## config.mk

```make
export PLATFORM = sky130hd
export DESIGN_NAME = bhpq_cell
export DESIGN_NICKNAME = d
export VERILOG_FILES = /design/src/hdl/binary_max_heap_priority_queue_top_assert.svh /design/src/hdl/bhpq_pkg.sv /design/src/hdl/bhpq_cell.sv
export SDC_FILE = /design/constraint.sdc
export NUM_CORES = 1
export LEC_CHECK = 0
export ABC_AREA = 1
export BUFFER_PORTS_ARGS = -buffer_cell sky130_fd_sc_hd__buf_2
export CORE_ASPECT_RATIO = 1.1
export CORE_UTILIZATION = 49
export DETAILED_ROUTE_END_ITERATION = 10
export PLACE_DENSITY = 0.95
export RECOVER_POWER = 100
export SETUP_SLACK_MARGIN = 0.5
export SLEW_MARGIN = 30
export SYNTH_ARGS = -nofsm -noshare
export SYNTH_HDL_FRONTEND = slang
export SYNTH_SLANG_ARGS = --single-unit
```

## constraint.sdc

```tcl
create_clock -name clk_i -period 7.3 [get_ports clk_i]
set_clock_uncertainty 0.15 [all_clocks]
set_input_delay 1.46 -clock clk_i [delete_from_list [all_inputs] [get_ports clk_i]]
set_output_delay 1.46 -clock clk_i [all_outputs]
set_load 0.01 [all_outputs]
```

## src/hdl/binary_max_heap_priority_queue_top_assert.svh

```systemverilog
// Assertion macros for the priority queue RTL.
`ifndef BINARY_MAX_HEAP_PRIORITY_QUEUE_TOP_ASSERT_SVH
`define BINARY_MAX_HEAP_PRIORITY_QUEUE_TOP_ASSERT_SVH

// Check a property on every rising clock edge, held off while reset is low.
`define BHPQ_ASSERT(lbl, prop, msg) \
  lbl: assert property (@(posedge clk_i) disable iff (!rst_ni) (prop)) else $error(msg);

// Check that an antecedent is followed in the next cycle by a consequent.
`define BHPQ_ASSERT_NEXT(lbl, ante, cons, msg) \
  lbl: assert property (@(posedge clk_i) disable iff (!rst_ni) (ante) |=> (cons)) \
    else $error(msg);

`endif

```

## src/hdl/bhpq_pkg.sv

```systemverilog
`default_nettype none

package bhpq_pkg;

  localparam int CAPACITY       = 64;
  localparam int VALUE_WIDTH    = 32;
  localparam int COUNT_WIDTH    = $clog2(CAPACITY + 1);
  localparam int IN_DATA_WIDTH  = ((VALUE_WIDTH + 7) / 8) * 8;
  localparam int OUT_DATA_WIDTH = ((VALUE_WIDTH + COUNT_WIDTH + 1 + 7) / 8) * 8;

  typedef enum logic {
    OP_ENQUEUE = 1'b0,
    OP_DEQUEUE = 1'b1
  } bhpq_op_e;

  typedef enum logic [1:0] {
    STATUS_OK    = 2'd0,
    STATUS_EMPTY = 2'd1,
    STATUS_FULL  = 2'd2
  } bhpq_status_e;

  // Command broadcast to every cell of the chain.
  typedef struct packed {
    logic                   insert;
    logic                   remove;
    logic [VALUE_WIDTH-1:0] value;
  } bhpq_cmd_t;

  typedef struct packed {
    logic                   queue_empty;
    logic [COUNT_WIDTH-1:0] entries_held;
    bhpq_status_e           status;
    logic [VALUE_WIDTH-1:0] max_value;
  } bhpq_result_t;

endpackage

`default_nettype wire

```

## src/hdl/bhpq_cell.sv

```systemverilog
`default_nettype none

// One slot of the ordered chain. Slots stay sorted largest first.
module bhpq_cell (
  input  wire logic                            clk_i,
  input  wire bhpq_pkg::bhpq_cmd_t             cmd_i,
  input  wire logic                            occupied_i,
  input  wire logic                            prev_gt_i,
  input  wire logic [bhpq_pkg::VALUE_WIDTH-1:0] prev_val_i,
  input  wire logic [bhpq_pkg::VALUE_WIDTH-1:0] next_val_i,
  output logic [bhpq_pkg::VALUE_WIDTH-1:0]      val_o,
  output logic                                  gt_o
);

  logic [bhpq_pkg::VALUE_WIDTH-1:0] val_q, val_d;

  // An empty slot ranks below any new value.
  assign gt_o = !occupied_i || (cmd_i.value > val_q);

  always_comb begin
    val_d = val_q;
    if (cmd_i.insert) begin
      if (gt_o) begin
        // Take the new value at the boundary, otherwise shift down from above.
        val_d = prev_gt_i ? prev_val_i : cmd_i.value;
      end
    end else if (cmd_i.remove) begin
      val_d = next_val_i;
    end
  end

  always_ff @(posedge clk_i) begin
    val_q <= val_d;
  end

  assign val_o = val_q;

endmodule

`default_nettype wire

```

# ---- Word level (Yosys, flattened, before mapping)
# Cells that the tools add are included.
dict set report word_totals {
  regBits 32
}
dict set report classes {
  n_lt_le_gt_ge 1
  eq_ne 1
  muxes 4
  n_reduce_logical 4
}
# op count
set op_table {}
lappend op_table {{32-bit two-way mux} 4}
lappend op_table {{32-bit > comparator} 1}
lappend op_table {{2-bit by 1-bit != test with 1-bit output, second input constant} 1}
lappend op_table {{2-bit AND reduction} 1}
lappend op_table {{2-bit nonzero test} 1}
lappend op_table {{1-bit logical NOT} 1}
lappend op_table {{1-bit logical OR} 1}

# ---- Logic depth before layout (Yosys ltp)
dict set report logic_depth {
  word_depth 4
  depth_mapped 17
}

# ---- Worst setup path after synthesis
# OpenSTA, ideal clock, no wires.
dict set report synth_path {
  kind {input port to output port}
  startpoint {input port cmd_i[21] in the netlist's numbering}
  endpoint {output port gt_o}
  arrival_ns 2.359
  path_slack_ns 3.331
  stages 9
  n_path_buf 0
  cell_sequence {ha_1 a21oi_1 nor2_1 nor2_1 nand3_1 a21oi_2 nand2_1 nand2_1 nand2_2}
}
dict set report synth_via {
  elab_chain_cells 2
}
# item line_no
set synth_lines {}
lappend synth_lines {{from (decl)} bhpq_cell.sv:6} ;# input wire bhpq_pkg::bhpq_cmd_t cmd_i,
lappend synth_lines {{32-bit > comparator} bhpq_cell.sv:18} ;# assign gt_o = !occupied_i || (cmd_i.value > val_q);
lappend synth_lines {{1-bit logical OR} bhpq_cell.sv:18}
lappend synth_lines {{to (decl)} bhpq_cell.sv:12} ;# output logic gt_o
# No other way between the ends.

# ---- Worst setup path after layout
dict set report layout_path {
  startpoint {input port cmd_i[7] in the netlist's numbering}
  endpoint {output port gt_o}
}
# Same word-level chain as after synthesis.

==> results.py <==
metrics = {
    "cts": {
        "cts-buffers-inserted": 5,
        "cts_resized": 0,
        "insertion_delay_ns": 0.28,
        "cts.sinks": 32,
        "post_cts_buffers": 0,
        "path_clk_slew_ns": 0.07,
        "cts_tree": "done",
        "cts-root-buf": "clkbuf_8",
        "clk_path_buf_depth": 2,
        "hold_buffers": 0,
        "htree_levels": 2,
    },
    "place": {
        "post-dp-hpwl_um": 4980,
        "io_buffer_count": 133,
        "gp_congestion": 0.821,
    },
    "timing": {
        "finalCritPeriodShare": 0.600,
        "fin_tns_setup_ns": 0,
        "slew_violations": 33,
        "whs_ns": 1.31,
        "finalSetupViolCount": 0,
        "min_period_ns": 4.38,
        "fmax_ghz": 0.228,
        "hold_viol_final": 0,
        "rsz0062_at_grt": "no",
        "tightest_slew_ns": 1.81,
        "slew-limit-headroom": -0.207,
    },
    "flow_run": {
        "maxCapViolCount": 1,
    },
    "pwr": {
        "p_sw_frac": 0.321,
        "p_per_area_nw_per_um2": 165,
        "p_switching_mw": 0.170,
        "p_leak_nw": 1.61,
        "vdd_drop_max_mv": 0.118,
        "p_seq_frac": 0.451,
        "p_int_mw": 0.359,
        "p_comb_frac": 0.307,
        "p_total_mw": 0.529,
        "clkPwrFrac": 0.242,
    },
    "die": {
        "core-area_um2": 4750,
        "io_pins": 134,
        "rows": 26,
        "die_h_um": 76.8,
        "die_area_um2": 5370,
        "die_x_um": 70.0,
        "floorplan.initialDensity": 0.524,
    },
    "global_routing": {
        "grt_max_degree": 35,
        "grt_pass1_wl_um": 10900,
        "grt_remaining_overflow": 0,
        "antenna_found_initial": 0,
        "grt_pass1_vias": 2538,
        "grt_use_total": 0.249,
    },
    "synthesis": {
        "yosysSeqAreaShare": 0.386,
        "ys_ff_latch": 32,
        "synthArstFlopShare": 0,
        "yosys.cell_types.count": 22,
        "synth_common_cells": "nand2_1 (66), o21ai_0 (50), inv_1 (40)",
        "synth_area_um2": 2490,
        "syn_avg_cell_area_um2": 7.81,
        "syn_nets": 452,
        "postSynthCellCount": 319,
        "synth_ff_type": "edfxtp_1",
        "synth_area_leaders": "edfxtp_1 (39%), ha_1 (16%), o21ai_0 (10%)",
        "synth_top_cell_by_area": "edfxtp_1",
        "synth_edf_count": 32,
        "yosysWarnings": 0,
        "yosys.cell_count.top_type": "nand2_1",
        "synth_top_area_frac": 0.386,
    },
    "routing": {
        "route.vias.total": 2602,
        "vias_per_cell": 5.16,
        "wirelength_um": 6580,
        "wl_per_cell_um": 13.1,
        "ant_nets": 0,
        "drc_errors": 0,
        "dr.pass1.iters": 4,
        "drtIter0Drc": 260,
    },
    "worst_setup_path": {
        "cp_max_fo": 2,
        "crit_top_cell": "nand2_1",
        "cpLargestDelayFamily": "simple AND/OR/NAND/NOR gates",
        "cpMaxStageDelayCell": "ha_1",
        "start_kind": "input pin",
        "r2r-start": "val_o[7]",
        "end_kind": "output pin",
        "endpoint": "gt_o",
        "worstPathRequired_ns": 5.69,
        "reg2reg_depth": 15,
        "path_cells": "clkbuf_1, ha_1, nand2_1, nor2_1, nand2_1, nand2_1, nand2_1, nand2_1, nand2_1, nand2_1, nand2_1, nand2_1, clkbuf_1",
        "path_class": "input pin to output pin",
        "r2r-end": "val_o[20]",
        "path_buf_inv": 2,
        "worstSetupPathDepth": 13,
        "slowest_delay_ns": 0.30,
        "rrSetupSlack_ns": 3.84,
        "cp-startpoint": "cmd_i[7]",
        "arrival_ns": 2.77,
    },
    "layout": {
        "multi_input_area_um2": 1320,
        "num-fill-cells": 426,
        "antenna_cells": 0,
        "seq_area_um2": 961,
        "drive_gt1_frac": 0.261,
        "fin_nets": 581,
        "areaGrowthSynthToFinish_pct": 28.9,
        "largest_reg_flops": 32,
    },
    "min_path": {
        "hold_path.class": "input pin to flip-flop",
        "whs_path_depth": 3,
        "min_from": "next_val_i[15]",
    },
    "outcome": {
        "status": "finished, violations left",
        "violations": "max-capacitance violations, max-slew violations",
    },
}
[worst register-to-register path: stages, from the launching register on]
cell	delay (ns)
edfxtp_1	0.35
inv_1	0.05
ha_1	0.29
nand2_1	0.07
nor2_1	0.20
nand2_1	0.08
nand2_1	0.07
nand2_1	0.05
nand2_1	0.07
nand2_1	0.05
nand2_1	0.05
nand2_1	0.05
nand2_1	0.07
nand2_1	0.05
nand2_1	0.07
clkbuf_1	1.30
[cell families (layout without fill, tap and decap cells)]
logic type | count (synthesis) | in the layout | synth area share
AO/OA/AOI/OAI | 81 | 81 | 0.166
adder cells (fa/ha/maj) | 32 | 32 | 0.161
AND/OR/NAND/NOR | 121 | 121 | 0.206
buffers and inverters | 53 | 182 | 0.0814
flip-flops | 32 | 32 | 0.386
[worst min path at each step]
stage	slack [ns]	endpoint
after floorplan	1.50	val_o[0]
after global placement	1.30	val_o[27]
after detailed placement	1.29	val_o[27]
after CTS	1.31	val_o[31]
after global routing	1.32	val_o[27]
final	1.31	val_o[15]
[stage by stage]
| stage | worst slack (ns) | area, um^2 | util | std cells |
|---|---|---|---|---|
| 3_3_place_gp | 2.96 | 3180 | 0.670 | 497 |
| 2_1_floorplan | 3.33 | 2490 | - | 319 |
| 3_5_place_dp | 2.95 | 3180 | 0.670 | 497 |
| 5_1_grt | 2.66 | 3210 | 0.676 | 504 |
| 6_report | 2.92 | 3210 | 0.676 | 504 |
| 4_1_cts | 2.95 | 3260 | 0.687 | 504 |
[power groups by stage]
stage / clock network, mW / logic [mW] / registers (mW)
floorplan: 0 / 0.0881 / 0.251
global placement: 0 / 0.162 / 0.240
detailed placement: 0 / 0.170 / 0.241
CTS: 0.130 / 0.171 / 0.237
global route: 0.138 / 0.186 / 0.241
finish: 0.128 / 0.162 / 0.238
[placed cells by master, fill, tap and decap left out]
cell type and count:
nor2_4 2, a21o_1 1, nand4_2 1, nand2_2 5, o21ai_1 2, inv_2 2, o21a_1 1, inv_1 39
nor2_2 1, clkinv_2 1, clkbuf_1 37, nand4_1 2, nand3_1 2, o21ai_0 64, a21oi_2 1, ha_1 32
nand2_1 67, a21oi_1 12, clkbuf_8 5, nor2_1 40, buf_2 98, edfxtp_1 32, nor3_2 1
[layout make-up]
type                            count  area share
Multi-Input combinational cell    234       0.412
Clock inverter                      1     0.00156
Sequential cell                    32       0.299
Inverter                           41      0.0480
Clock buffer                        6      0.0226
Timing Repair Buffer              134       0.195
Tap cell                           56      0.0218
[layer usage]
metal | track usage | routed length (um)
met5 | 0 | 0
met4 | 0.108 | 170
met3 | 0.0381 | 447
met2 | 0.448 | 3210
met1 | 0.289 | 2760
Note: power is estimated with default switching activity, not from simulation.
